===== src/rtl/core/jswd_pkg.sv =====
// shared types, codes and default sizes for the job slot work distributor
package jswd_pkg;

  localparam int NUM_SLOTS_DEF   = 8;
  localparam int MAX_HELPERS_DEF = 64;
  localparam int CHUNK_BITS_DEF  = 16;

  typedef enum logic [2:0] {
    REQ_SUBMIT  = 3'd0,
    REQ_PICK    = 3'd1,
    REQ_FETCH   = 3'd2,
    REQ_LEAVE   = 3'd3,
    REQ_RELEASE = 3'd4
  } req_code_t;

  typedef enum logic [2:0] {
    ST_OK      = 3'd0,
    ST_FULL    = 3'd1,
    ST_NOWORK  = 3'd2,
    ST_DRAINED = 3'd3,
    ST_BUSY    = 3'd4,
    ST_NOTLIVE = 3'd5
  } status_t;

  typedef struct packed {
    logic [2:0]  req_type;
    logic [2:0]  slot_in;
    logic [15:0] chunk_count;
    logic        low_priority;
  } request_t;

  typedef struct packed {
    logic [2:0]  status;
    logic [2:0]  slot_out;
    logic [15:0] chunk_index;
    logic        last_helper;
  } result_t;

  // controller to datapath
  typedef struct packed {
    logic load;
    logic scan_clear;
    logic scan_rd;
    logic rd_slot;
    logic do_submit;
    logic do_exec;
    logic do_commit;
  } cmd_t;

  // datapath to controller
  typedef struct packed {
    req_code_t req_code;
    logic      scan_last;
  } stat_t;

endpackage


===== src/rtl/core/jswd_datapath.sv =====
// slot table, pick scan and result register of the job slot work distributor
module jswd_datapath #(
  parameter int NUM_SLOTS   = jswd_pkg::NUM_SLOTS_DEF,
  parameter int MAX_HELPERS = jswd_pkg::MAX_HELPERS_DEF,
  parameter int CHUNK_BITS  = jswd_pkg::CHUNK_BITS_DEF
) (
  input  logic              clk,
  input  logic              rst,
  input  jswd_pkg::request_t request,
  input  jswd_pkg::cmd_t    cmd,
  output jswd_pkg::stat_t   stat,
  output logic              done,
  output jswd_pkg::result_t result
);
  import jswd_pkg::*;

  localparam int SW = $clog2(NUM_SLOTS);
  localparam int HW = $clog2(MAX_HELPERS + 1);
  localparam int CW = CHUNK_BITS;

  // latched request
  req_code_t       op;
  logic [SW-1:0]   slot_idx;
  logic            slot_ok;
  logic [CW-1:0]   cnt;
  logic            low_req;

  logic [NUM_SLOTS-1:0] live;
  logic [NUM_SLOTS-1:0] low_mark;
  logic [SW-1:0]        rotor;

  // slot memories, undefined until a submit writes them
  logic [CW-1:0] count_mem   [NUM_SLOTS];
  logic [CW-1:0] next_mem    [NUM_SLOTS];
  logic [HW-1:0] helpers_mem [NUM_SLOTS];
  logic [CW-1:0] count_rd;
  logic [CW-1:0] next_rd;
  logic [HW-1:0] helpers_rd;

  // pick scan
  logic [SW-1:0] scan_k;
  logic [SW:0]   scan_sum;
  logic [SW-1:0] scan_j;
  logic [SW-1:0] rd_addr;
  logic          eval_valid;
  logic [SW-1:0] eval_j;
  logic          eval_live;
  logic          eval_low;
  logic          cand;
  logic          better;
  logic          found;
  logic [SW-1:0] best_slot;
  logic [HW-1:0] best_h;
  logic          best_low;

  logic          free_found;
  logic [SW-1:0] free_slot;
  logic          addr_live;
  logic [SW-1:0] rotor_inc;

  logic          cnt_we;
  logic          next_we;
  logic          help_we;
  logic [CW-1:0] next_wd;
  logic [HW-1:0] help_wd;
  logic [SW-1:0] wr_addr;
  logic          live_set;
  logic          live_clr;
  logic          rotor_adv;
  result_t       res_next;

  assign stat.req_code  = req_code_t'(request.req_type);
  assign stat.scan_last = (scan_k == SW'(NUM_SLOTS - 1));

  // scan position wraps from the rotor
  assign scan_sum = {1'b0, rotor} + {1'b0, scan_k};
  assign scan_j   = (scan_sum >= (SW+1)'(NUM_SLOTS)) ?
                    SW'(scan_sum - (SW+1)'(NUM_SLOTS)) : scan_sum[SW-1:0];
  assign rd_addr  = cmd.scan_rd ? scan_j : slot_idx;

  assign rotor_inc = (rotor == SW'(NUM_SLOTS - 1)) ? '0 : rotor + SW'(1);
  assign addr_live = slot_ok && live[slot_idx];

  always_comb begin
    free_found = 1'b0;
    free_slot  = '0;
    for (int i = NUM_SLOTS - 1; i >= 0; i--) begin
      if (!live[i]) begin
        free_found = 1'b1;
        free_slot  = SW'(i);
      end
    end
  end

  // normal priority beats low, then fewer helpers; ties keep the earlier scan position
  assign cand   = eval_live && (next_rd < count_rd) && (32'(helpers_rd) < MAX_HELPERS);
  assign better = cand && (!found || (best_low && !eval_low) ||
                           (best_low == eval_low && helpers_rd < best_h));

  always_comb begin
    res_next  = '0;
    res_next.status = ST_OK;
    cnt_we    = 1'b0;
    next_we   = 1'b0;
    help_we   = 1'b0;
    next_wd   = '0;
    help_wd   = '0;
    wr_addr   = slot_idx;
    live_set  = 1'b0;
    live_clr  = 1'b0;
    rotor_adv = 1'b0;
    if (cmd.do_submit) begin
      wr_addr = free_slot;
      if (cnt == '0) begin
        res_next.status = ST_NOWORK;
      end else if (!free_found) begin
        res_next.status = ST_FULL;
      end else begin
        live_set = 1'b1;
        cnt_we   = 1'b1;
        next_we  = 1'b1;
        help_we  = 1'b1;
        res_next.slot_out = 3'(free_slot);
      end
    end else if (cmd.do_exec) begin
      if (!addr_live) begin
        res_next.status = ST_NOTLIVE;
      end else begin
        case (op)
          REQ_FETCH: begin
            if (next_rd >= count_rd) begin
              res_next.status = ST_DRAINED;
            end else begin
              res_next.chunk_index = 16'(next_rd);
              next_we = 1'b1;
              next_wd = next_rd + CW'(1);
            end
          end
          REQ_LEAVE: begin
            if (helpers_rd != '0) begin
              help_we = 1'b1;
              help_wd = helpers_rd - HW'(1);
              res_next.last_helper = (helpers_rd == HW'(1));
            end
          end
          REQ_RELEASE: begin
            if (helpers_rd != '0) begin
              res_next.status = ST_BUSY;
            end else begin
              live_clr = 1'b1;
            end
          end
          default: ;
        endcase
      end
    end else if (cmd.do_commit) begin
      if (found) begin
        wr_addr   = best_slot;
        help_we   = 1'b1;
        help_wd   = best_h + HW'(1);
        rotor_adv = 1'b1;
        res_next.slot_out = 3'(best_slot);
      end else begin
        res_next.status = ST_NOWORK;
      end
    end
  end

  // memories: one write address, one registered read
  always_ff @(posedge clk) begin
    if (cnt_we) begin
      count_mem[wr_addr] <= cnt;
    end
    if (next_we) begin
      next_mem[wr_addr] <= next_wd;
    end
    if (help_we) begin
      helpers_mem[wr_addr] <= help_wd;
    end
    if (cmd.rd_slot || cmd.scan_rd) begin
      count_rd   <= count_mem[rd_addr];
      next_rd    <= next_mem[rd_addr];
      helpers_rd <= helpers_mem[rd_addr];
    end
  end

  // payload registers
  always_ff @(posedge clk) begin
    if (cmd.load) begin
      op       <= req_code_t'(request.req_type);
      slot_idx <= SW'(request.slot_in);
      slot_ok  <= (32'(request.slot_in) < NUM_SLOTS);
      cnt      <= CW'(request.chunk_count);
      low_req  <= request.low_priority;
    end
    eval_j    <= scan_j;
    eval_live <= live[scan_j];
    eval_low  <= low_mark[scan_j];
    if (eval_valid && better) begin
      best_slot <= eval_j;
      best_h    <= helpers_rd;
      best_low  <= eval_low;
    end
    if (cmd.do_submit || cmd.do_exec || cmd.do_commit) begin
      result <= res_next;
    end
  end

  // control registers
  always_ff @(posedge clk) begin
    if (rst) begin
      live       <= '0;
      low_mark   <= '0;
      rotor      <= '0;
      scan_k     <= '0;
      eval_valid <= 1'b0;
      found      <= 1'b0;
      done       <= 1'b0;
    end else begin
      done       <= cmd.do_submit || cmd.do_exec || cmd.do_commit;
      eval_valid <= cmd.scan_rd;
      if (live_set) begin
        live[wr_addr]     <= 1'b1;
        low_mark[wr_addr] <= low_req;
      end
      if (live_clr) begin
        live[slot_idx] <= 1'b0;
      end
      if (rotor_adv) begin
        rotor <= rotor_inc;
      end
      if (cmd.scan_clear) begin
        scan_k <= '0;
        found  <= 1'b0;
      end else begin
        if (cmd.scan_rd) begin
          scan_k <= scan_k + SW'(1);
        end
        if (eval_valid && better) begin
          found <= 1'b1;
        end
      end
    end
  end

  a_rotor_range: assert property (@(posedge clk) disable iff (rst)
    32'(rotor) < NUM_SLOTS)
    else $error("scan rotor out of range");

  a_rotor_hold: assert property (@(posedge clk) disable iff (rst)
    cmd.do_commit && !found |=> $stable(rotor))
    else $error("rotor moved on a pick with no candidate");

  a_last_ok: assert property (@(posedge clk) disable iff (rst)
    done && result.last_helper |-> result.status == ST_OK)
    else $error("last helper flagged on a failed request");

endmodule


===== src/rtl/core/jswd_ctrl.sv =====
// sequencing state machine of the job slot work distributor
module jswd_ctrl (
  input  logic            clk,
  input  logic            rst,
  input  logic            start,
  input  jswd_pkg::stat_t stat,
  output logic            busy,
  output jswd_pkg::cmd_t  cmd
);
  import jswd_pkg::*;

  typedef enum logic [6:0] {
    S_IDLE   = 7'b0000001,
    S_SUBMIT = 7'b0000010,
    S_READ   = 7'b0000100,
    S_EXEC   = 7'b0001000,
    S_SCAN   = 7'b0010000,
    S_DRAIN  = 7'b0100000,
    S_COMMIT = 7'b1000000
  } state_t;

  state_t state;
  state_t state_next;

  assign busy = (state != S_IDLE);

  always_comb begin
    state_next = state;
    cmd        = '0;
    case (state)
      S_IDLE: begin
        if (start) begin
          cmd.load       = 1'b1;
          cmd.scan_clear = 1'b1;
          case (stat.req_code)
            REQ_SUBMIT: state_next = S_SUBMIT;
            REQ_PICK:   state_next = S_SCAN;
            REQ_FETCH, REQ_LEAVE, REQ_RELEASE: state_next = S_READ;
            default:    state_next = S_IDLE; // unknown request, no result
          endcase
        end
      end
      S_SUBMIT: begin
        cmd.do_submit = 1'b1;
        state_next    = S_IDLE;
      end
      S_READ: begin
        cmd.rd_slot = 1'b1;
        state_next  = S_EXEC;
      end
      S_EXEC: begin
        cmd.do_exec = 1'b1;
        state_next  = S_IDLE;
      end
      S_SCAN: begin
        cmd.scan_rd = 1'b1;
        if (stat.scan_last) begin
          state_next = S_DRAIN;
        end
      end
      S_DRAIN: begin
        // last slot read is being judged
        state_next = S_COMMIT;
      end
      S_COMMIT: begin
        cmd.do_commit = 1'b1;
        state_next    = S_IDLE;
      end
      default: begin
        state_next = S_IDLE;
      end
    endcase
  end

  always_ff @(posedge clk) begin
    if (rst) begin
      state <= S_IDLE;
    end else begin
      state <= state_next;
    end
  end

  a_pick_scans: assert property (@(posedge clk) disable iff (rst)
    start && !busy && stat.req_code == REQ_PICK |=> state == S_SCAN)
    else $error("pick request did not start a scan");

  a_scan_ends: assert property (@(posedge clk) disable iff (rst)
    state == S_SCAN && stat.scan_last |=> state == S_DRAIN)
    else $error("scan ran past the last slot");

endmodule


===== src/rtl/core/job_slot_work_distributor.sv =====
// top level of the job slot work distributor: controller plus slot datapath
//
//  channel   ports                  handshake
//  request   start, busy, request   taken when start is high and busy low
//  result    done, result           shown for one cycle while done is high
//
//  submit: after the request is taken, S_SUBMIT writes the slot and sets the result
//  fetch, leave, release: S_READ does the slot memory read, then S_EXEC the update
//  pick: S_SCAN reads one slot per cycle through the single read
//  port of the slot memories, then S_DRAIN and S_COMMIT do the helper count update
//  reset clears live marks and rotor at once; there is no clearing pass
//  an unknown request code is taken and gives no result; results cannot stall
module job_slot_work_distributor #(
  parameter int NUM_SLOTS   = jswd_pkg::NUM_SLOTS_DEF,
  parameter int MAX_HELPERS = jswd_pkg::MAX_HELPERS_DEF,
  parameter int CHUNK_BITS  = jswd_pkg::CHUNK_BITS_DEF
) (
  input  logic              clk,
  input  logic              rst,
  input  logic              start,
  output logic              busy,
  input  jswd_pkg::request_t request,
  output logic              done,
  output jswd_pkg::result_t result
);
  import jswd_pkg::*;

  cmd_t  cmd;
  stat_t stat;

  jswd_ctrl u_ctrl (
    .clk   (clk),
    .rst   (rst),
    .start (start),
    .stat  (stat),
    .busy  (busy),
    .cmd   (cmd)
  );

  jswd_datapath #(
    .NUM_SLOTS   (NUM_SLOTS),
    .MAX_HELPERS (MAX_HELPERS),
    .CHUNK_BITS  (CHUNK_BITS)
  ) u_datapath (
    .clk     (clk),
    .rst     (rst),
    .request (request),
    .cmd     (cmd),
    .stat    (stat),
    .done    (done),
    .result  (result)
  );

endmodule

===== config.mk =====
export PLATFORM = sky130hd
export DESIGN_NAME = job_slot_work_distributor
export DESIGN_NICKNAME = d
export VERILOG_FILES = /design/src/rtl/core/jswd_pkg.sv /design/src/rtl/core/jswd_datapath.sv /design/src/rtl/core/jswd_ctrl.sv /design/src/rtl/core/job_slot_work_distributor.sv
export SDC_FILE = /design/constraint.sdc
export NUM_CORES = 1
export LEC_CHECK = 0
export BUFFER_PORTS_ARGS = -buffer_cell sky130_fd_sc_hd__buf_2
export CAP_MARGIN = 20
export CORE_MARGIN = 2
export CORE_UTILIZATION = 54
export DETAILED_ROUTE_END_ITERATION = 10
export GPL_ROUTABILITY_DRIVEN = 0
export PLACE_DENSITY = 0.71
export SLEW_MARGIN = 25
export SYNTH_ARGS = -nofsm -noshare
export SYNTH_HDL_FRONTEND = slang
export SYNTH_SLANG_ARGS = --single-unit
export TNS_END_PERCENT = 30

===== constraint.sdc =====
create_clock -name clk -period 4.6 [get_ports clk]
set_input_delay 0.46 -clock clk [delete_from_list [all_inputs] [get_ports clk]]
set_output_delay 0.46 -clock clk [all_outputs]
set_load 0.05 [all_outputs]

[After elaboration in Yosys (flattened, before gate mapping)]
Memory sizes are Yosys's and may differ from the RTL's. A register that Yosys moved wholly into a read port is not among the register bits.
Index checks and enable logic that the tools add are counted.
Word-level totals
  output and inout bits: 25
  input bits: 26
  word-level logic and storage cells: 196
  memories: 3
  flip-flop bits (word level): 94
  bits in writable memories: 312
Memory list
  u_datapath.count_mem: depth 8, width 16, read ports 1, clocked after memory_dff 1, wr ports 1, RTL line jswd_datapath.sv:33  | logic [CW-1:0] count_mem [NUM_SLOTS];
  u_datapath.next_mem: depth 8, width 16, read ports 1, clocked after memory_dff 1, wr ports 1, RTL line jswd_datapath.sv:34  | logic [CW-1:0] next_mem [NUM_SLOTS];
  u_datapath.helpers_mem: depth 8, width 7, read ports 1, clocked after memory_dff 1, wr ports 1, RTL line jswd_datapath.sv:35  | logic [HW-1:0] helpers_mem [NUM_SLOTS];
Cells by class
  $add $sub $neg: 7
  reduce and logical (&&, ||, !) cells: 23
  multiplexer cells: 102
  magnitude comparators: 10
  bitwise gates (word level): 8
  equality and inequality tests: 21
Operators by type and width (count)
  16-bit 2-to-1 mux: 5
  3-bit 2-to-1 mux: 22
  7-bit 2-to-1 mux: 9
  1-bit 2-to-1 mux: 47
  7-bit one-hot mux with 4 select lines: 1
  8-bit 2-to-1 mux: 3
  16-bit by 1-bit adder with 16-bit output, second input constant: 1
  16-bit greater-or-equal comparator: 1
  16-bit zero test: 1
  16-bit < comparator: 1
  5-bit one-hot mux with 3 select lines: 1
  7-bit by 1-bit equality test with 1-bit output, second input constant: 2
  3-bit by 2-bit equality test with 1-bit output, second input constant: 4
  3-bit equality test, second input constant: 4
  3-bit by 4-bit < comparator with 1-bit output, second input constant: 3
  2-bit 2-to-1 mux: 5
  5-bit OR reduction: 2
  1-bit binary-select mux with 3-bit select: 3
  8-bit AND: 1
  8-bit bitwise mux: 1
  1-bit logical AND: 8
  8-bit NOT: 1
  8-bit OR: 1
  7-bit by 1-bit adder with 7-bit output, second input constant: 1
  30 further kinds: 43

[Logic depth before layout (Yosys ltp)]
  depth in word-level cells: 18
  gate-level depth with buffers: 11

[Cells and area by module]
A second synthesis with hierarchy kept.
Unflattened totals
  cell total of the unflattened synthesis: 1464
  area total of the unflattened synthesis: 18610.3 sq um
Modules (own cells, without submodules)
  jswd_datapath: area each 18183.7 sq um, cells each 1412, instances 1
  jswd_ctrl: area each 426.7 sq um, cells each 52, instances 1

[Worst setup path before layout]
No wires, ideal clock.
  path kind: flip-flop to flip-flop
  start: register u_ctrl.state[0]
  end: memory u_datapath.count_mem[3][0] in the netlist's numbering (enable)
  arrival: 3.203 ns
  setup time: 0.409 ns
  period minus slack after synthesis: 3.612 ns
  buffers on the path: 2
  stages on the path, launching flop included: 8
  setup slack: 0.988 ns
  cell sequence: dfxtp_1 > or4_1 > buf_2 > or3_4 > nor2_1 > o31ai_2 > clkbuf_1 > nor3_1
On the way
  longest elaborated chain between the ends: 5
Ends and longest elaborated chain
  from (decl): RTL line jswd_ctrl.sv:22  | state_t state;
  from (signal assigned): RTL line jswd_ctrl.sv:79  | state <= state_next;
  7-bit equality test or 7-bit by 2-bit equality test with 1-bit output (tied branches): RTL line jswd_ctrl.sv:30  | case (state)
  1-bit 2-to-1 mux: RTL line jswd_ctrl.sv:30
  3-bit 2-to-1 mux or 1-bit 2-to-1 mux (tied branches): RTL line jswd_datapath.sv:156, jswd_datapath.sv:112
  3-bit 2-to-1 mux or 1-bit 2-to-1 mux (tied branches): RTL line jswd_datapath.sv:125, jswd_datapath.sv:171
  3-bit 2-to-1 mux or 1-bit 2-to-1 mux (tied branches): RTL line jswd_datapath.sv:112, jswd_datapath.sv:172
  to (decl): RTL line jswd_datapath.sv:33
Several ways; a longest one is shown, not always the timed one.

[Final worst setup path]
  start: register u_datapath.slot_idx[1]
  end: memory u_datapath.next_mem[4][6] in the netlist's numbering (enable)
On the way
  longest elaborated chain between the ends: 7
Ends and longest elaborated chain
  from (decl): RTL line jswd_datapath.sv:23  | logic [SW-1:0] slot_idx;
  from (signal assigned): RTL line jswd_datapath.sv:191  | slot_idx <= SW'(request.slot_in);
  1-bit binary-select mux with 3-bit select: RTL line jswd_datapath.sv:82  | assign addr_live = slot_ok && live[slot_idx];
  1-bit 2-to-1 mux (not written as such): RTL line jswd_datapath.sv:82
  1-bit 2-to-1 mux: RTL line jswd_datapath.sv:126  | if (!addr_live) begin
  1-bit 2-to-1 mux: RTL line jswd_datapath.sv:125  | end else if (cmd.do_exec) begin
  1-bit 2-to-1 mux: RTL line jswd_datapath.sv:112  | if (cmd.do_submit) begin
  1-bit 2-to-1 mux: RTL line jswd_datapath.sv:174  | if (next_we) begin
  1-bit 2-to-1 mux (not written as such): RTL line jswd_datapath.sv:175  | next_mem[wr_addr] <= next_wd;
  to (decl): RTL line jswd_datapath.sv:34
Several ways; a longest one is shown, not always the timed one. The select of a mux whose other input is x is not followed.

==> out/metrics.csv <==
metric,value,unit
crit_path_max_fanout,19,
layout_common_cells,"edfxtp_1, nand2_1, nand3_1",
groute.layer.met2.usage,37.45,%
timing.max_slew.rel_slack,33.12,%
layout_worst_path_cycle_share,85.62,%
setup_violations,0,
post_route_worst_setup_slack,0.6616,ns
netSwitchingPower,1919,uW
cpPeakStageDelay,0.81,ns
part_of_the_total_power_dissipated_in_the_clock_network,40.6,%
grtUsageMet1,33.29,%
fin_worst_skew,0.02342,ns
met3_usage_grt,3.051,%
max_cap_violations,0,
adder_cell_fraction_of_synth_area,2.296,%
status,finished clean,
hpwlAfterDp,26470,microns
worst-path-buf-inv,2,
critical_path_arrival,4.16,ns
worst_r2r_dst,u_datapath.next_mem[4][6]$_DFFE_PP_,
worstRegToRegCells,8,
grt_start_max_net_pins,70,
clkSinkCount,445,
synth.top_cells.by_area,"edfxtp_1, nand2_1, dfxtp_1",
nets,1492,
drc_errors,0,
synth.lib_cells_used.distinct,66,
final.setup.tns,0,ns
cellPowerDensity,415.9,mW/mm^2
postCtsSetupBuffers,0,
grt_setup_unrepaired,false,
clock_tree.htree_level_count,2,
hold_viol_final,0,
dr.pass1.iters,8,
buffer_ports.inserted,50,
first_iter_violations,1120,
min_to,u_datapath.cnt[6]$_DFFE_PP_,
first_pass_grt_wire_length,62420,microns
antenna_found_initial,0,
p_int,6686,uW
worst_skew_pair_latency,0.55,ns
synth.area.mux_share,3.689,%
combinational_family_with_the_most_area_after_synthesis,simple AND/OR/NAND/NOR gates,
cts.repair.resized,0,
cpMaxStageDelayCell,a222oi_1,
synth_fp_nets,1421,
routed_wirelength,40900,microns
ir_drop,0.3914,mV
vias,11260,
die_area,0.03540,sq mm
worstMarginPinSlew,1.003,ns
r2r_setup_slack,0.66,ns
power.share.sequential,52.6,%
cell_count_after_placement,1834,
placementRows,67,
mostFrequentLayoutCell,edfxtp_1,
grt_pass1_vias,10680,
worstHoldStart,request[7],
critPathLaunchType,register,
timing.rr.start,u_datapath.slot_idx[1]$_DFFE_PP_,
antenna_violating_nets_post_route,0,
yosysSeqAreaShare,70.94,%
synth-edff-count,408,
cts.root.buffer_cell,clkbuf_16,
worst_hold_path.num_cells,1,
timing.critical_path.max_delay_family,compound AO/OA/AOI/OAI gates,
finalCriticalPeriod,3.938,ns
synth_simple_gate_area_share,14.68,%
area_fraction_in_compound_gates_after_synthesis,4.960,%
min-delay-path-class,primary input to register,
slew_viol_final,0,
global_route.peak_usage_layer,met2,
pre_cts_slack,0.7542,ns
yosys.area.top_type_share,66.90,%
post_cts_hold_buffer_count,0,
core_region_area,0.03345,sq mm
worst_setup_path_end_kind,register,
yosys_warnings,0,
post_layout_power,8605,uW
routedWlPerCell,21.34,microns
power_leakage,0.007205,uW
path_class,register to register,
io_pins,51,
yosys.area_share.xor_xnor,1.243,%
antennaDiodeCount,0,
final_cell_count_no_fill,1917,
clk_pin_slew,0.06,ns
routed_via_density,5.876,
syn2layout_area_growth,12.97,%
worstPathCellList,inv_1 > o221ai_1 > a222oi_1 > nand3_1 > or3_1 > a21o_1 > nor2_1 > buf_4,
syn_area_per_cell,13.45,sq um
drive_gt1_share,12.59,%
synth_area_leader,edfxtp_1,
async_reset_ff_share,0,%
initial_standard_cell_utilization_of_the_core,54.75,%
worst_ep_required_time,4.82,ns
clock.fmax,253.9,MHz
power.combinational.fraction,6.8,%
synth_ff_type,edfxtp_1,
sw_frac_of_total,22.30,%
die_h,188.2,microns
synthesis.area,0.01831,sq mm
gr-total-overflow,0,
cts_tree,done,
synth_seq_cells,445,
deepest_clock_path_buffer_count,3,
tritoncts.num_buffers,45,
die_width,188.2,microns
grt_usage,23.32,%
final_core_util,61.86,%
syn_inst,1362,
[metal layers]
layer | share of wire [%] | vias up
met1 | 43 | 5495
met2 | 47 | 482
met5 | 0 | -
met3 | 6.9 | 94
met4 | 3.0 | 0
li1 | - | 5193
[worst max-delay path by stage]
stage / from / endpoint / depth (start not counted)
6_report: u_datapath.slot_idx[1]$_DFFE_PP_ / u_datapath.next_mem[4][6]$_DFFE_PP_ / 8
5_1_grt: u_datapath.slot_idx[1]$_DFFE_PP_ / u_datapath.next_mem[4][6]$_DFFE_PP_ / 8
4_1_cts: u_datapath.slot_idx[1]$_DFFE_PP_ / u_datapath.next_mem[4][1]$_DFFE_PP_ / 8
3_5_place_dp: u_datapath.slot_idx[1]$_DFFE_PP_ / u_datapath.next_mem[4][4]$_DFFE_PP_ / 8
3_3_place_gp: u_datapath.slot_idx[1]$_DFFE_PP_ / u_datapath.next_mem[4][6]$_DFFE_PP_ / 8
2_1_floorplan: u_ctrl.state[0]$_SDFFE_PP1P_ / u_datapath.count_mem[3][0]$_DFFE_PP_ / 7
[metrics by stage]
stage / area [sq um] / hold WS [ns]
finish: 20690 / 0.09458
global route: 20690 / 0.07255
CTS: 20690 / 0.07064
detailed placement: 19270 / 0.3902
global placement: 19250 / 0.3881
floorplan: 18310 / 0.3855
[power by group through the flow]
stage	combinational (uW)	sequential, uW	clock, uW
floorplan	385	4590	0
global placement	571	4600	0
detailed placement	582	4610	0
CTS	583	4520	3540
global route	633	4530	3700
finish	584	4520	3500
[final cells by class]
type / instances / area [sq um]
sequential: 445 / 12990
fill: 2429 / 12760
multi-input combinational: 820 / 5031
clock buffer: 58 / 1217
tap: 448 / 560.5
timing repair buffer: 86 / 553.0
clock inverter: 25 / 203.9
inverter: 35 / 131.4
[cells in the mapped netlist, drive strengths merged (6+ instances only)]
master and n:
o21ai 13, nor2 79, a21o 8, ha 32
and2 16, buf 24, a21oi 11, inv 35
mux2i 54, nor3 28, nor4 8, a32oi 39
nor3b 6, a31oi 6, a211oi 8, clkbuf 38
nand2 269, xor2 10, dfxtp 37, nand3 95
o22ai 7, and3 44, edfxtp 408, xnor2 16
[sequential cells by signal, indices dropped and copies added (netlist names), 7 cells and up]
signal                  flops
u_datapath.live             8
u_datapath.count_mem      128
u_datapath.next_rd         16
u_datapath.low_mark         8
u_datapath.count_rd        16
u_datapath.best_h           7
u_datapath.result          23
u_datapath.helpers_mem     56
u_datapath.next_mem       128
u_ctrl.state                7
u_datapath.helpers_rd       7
u_datapath.cnt             16
[cell families (layout without fill, tap and decap cells)]
family / after synthesis / after routing
simple gates: 581 / 581
flops: 445 / 445
xor+xnor: 26 / 26
mux: 62 / 62
fa+ha+maj: 33 / 33
compound gates: 118 / 118
buf+inv: 97 / 204
Power figures use the tool's default switching activity.
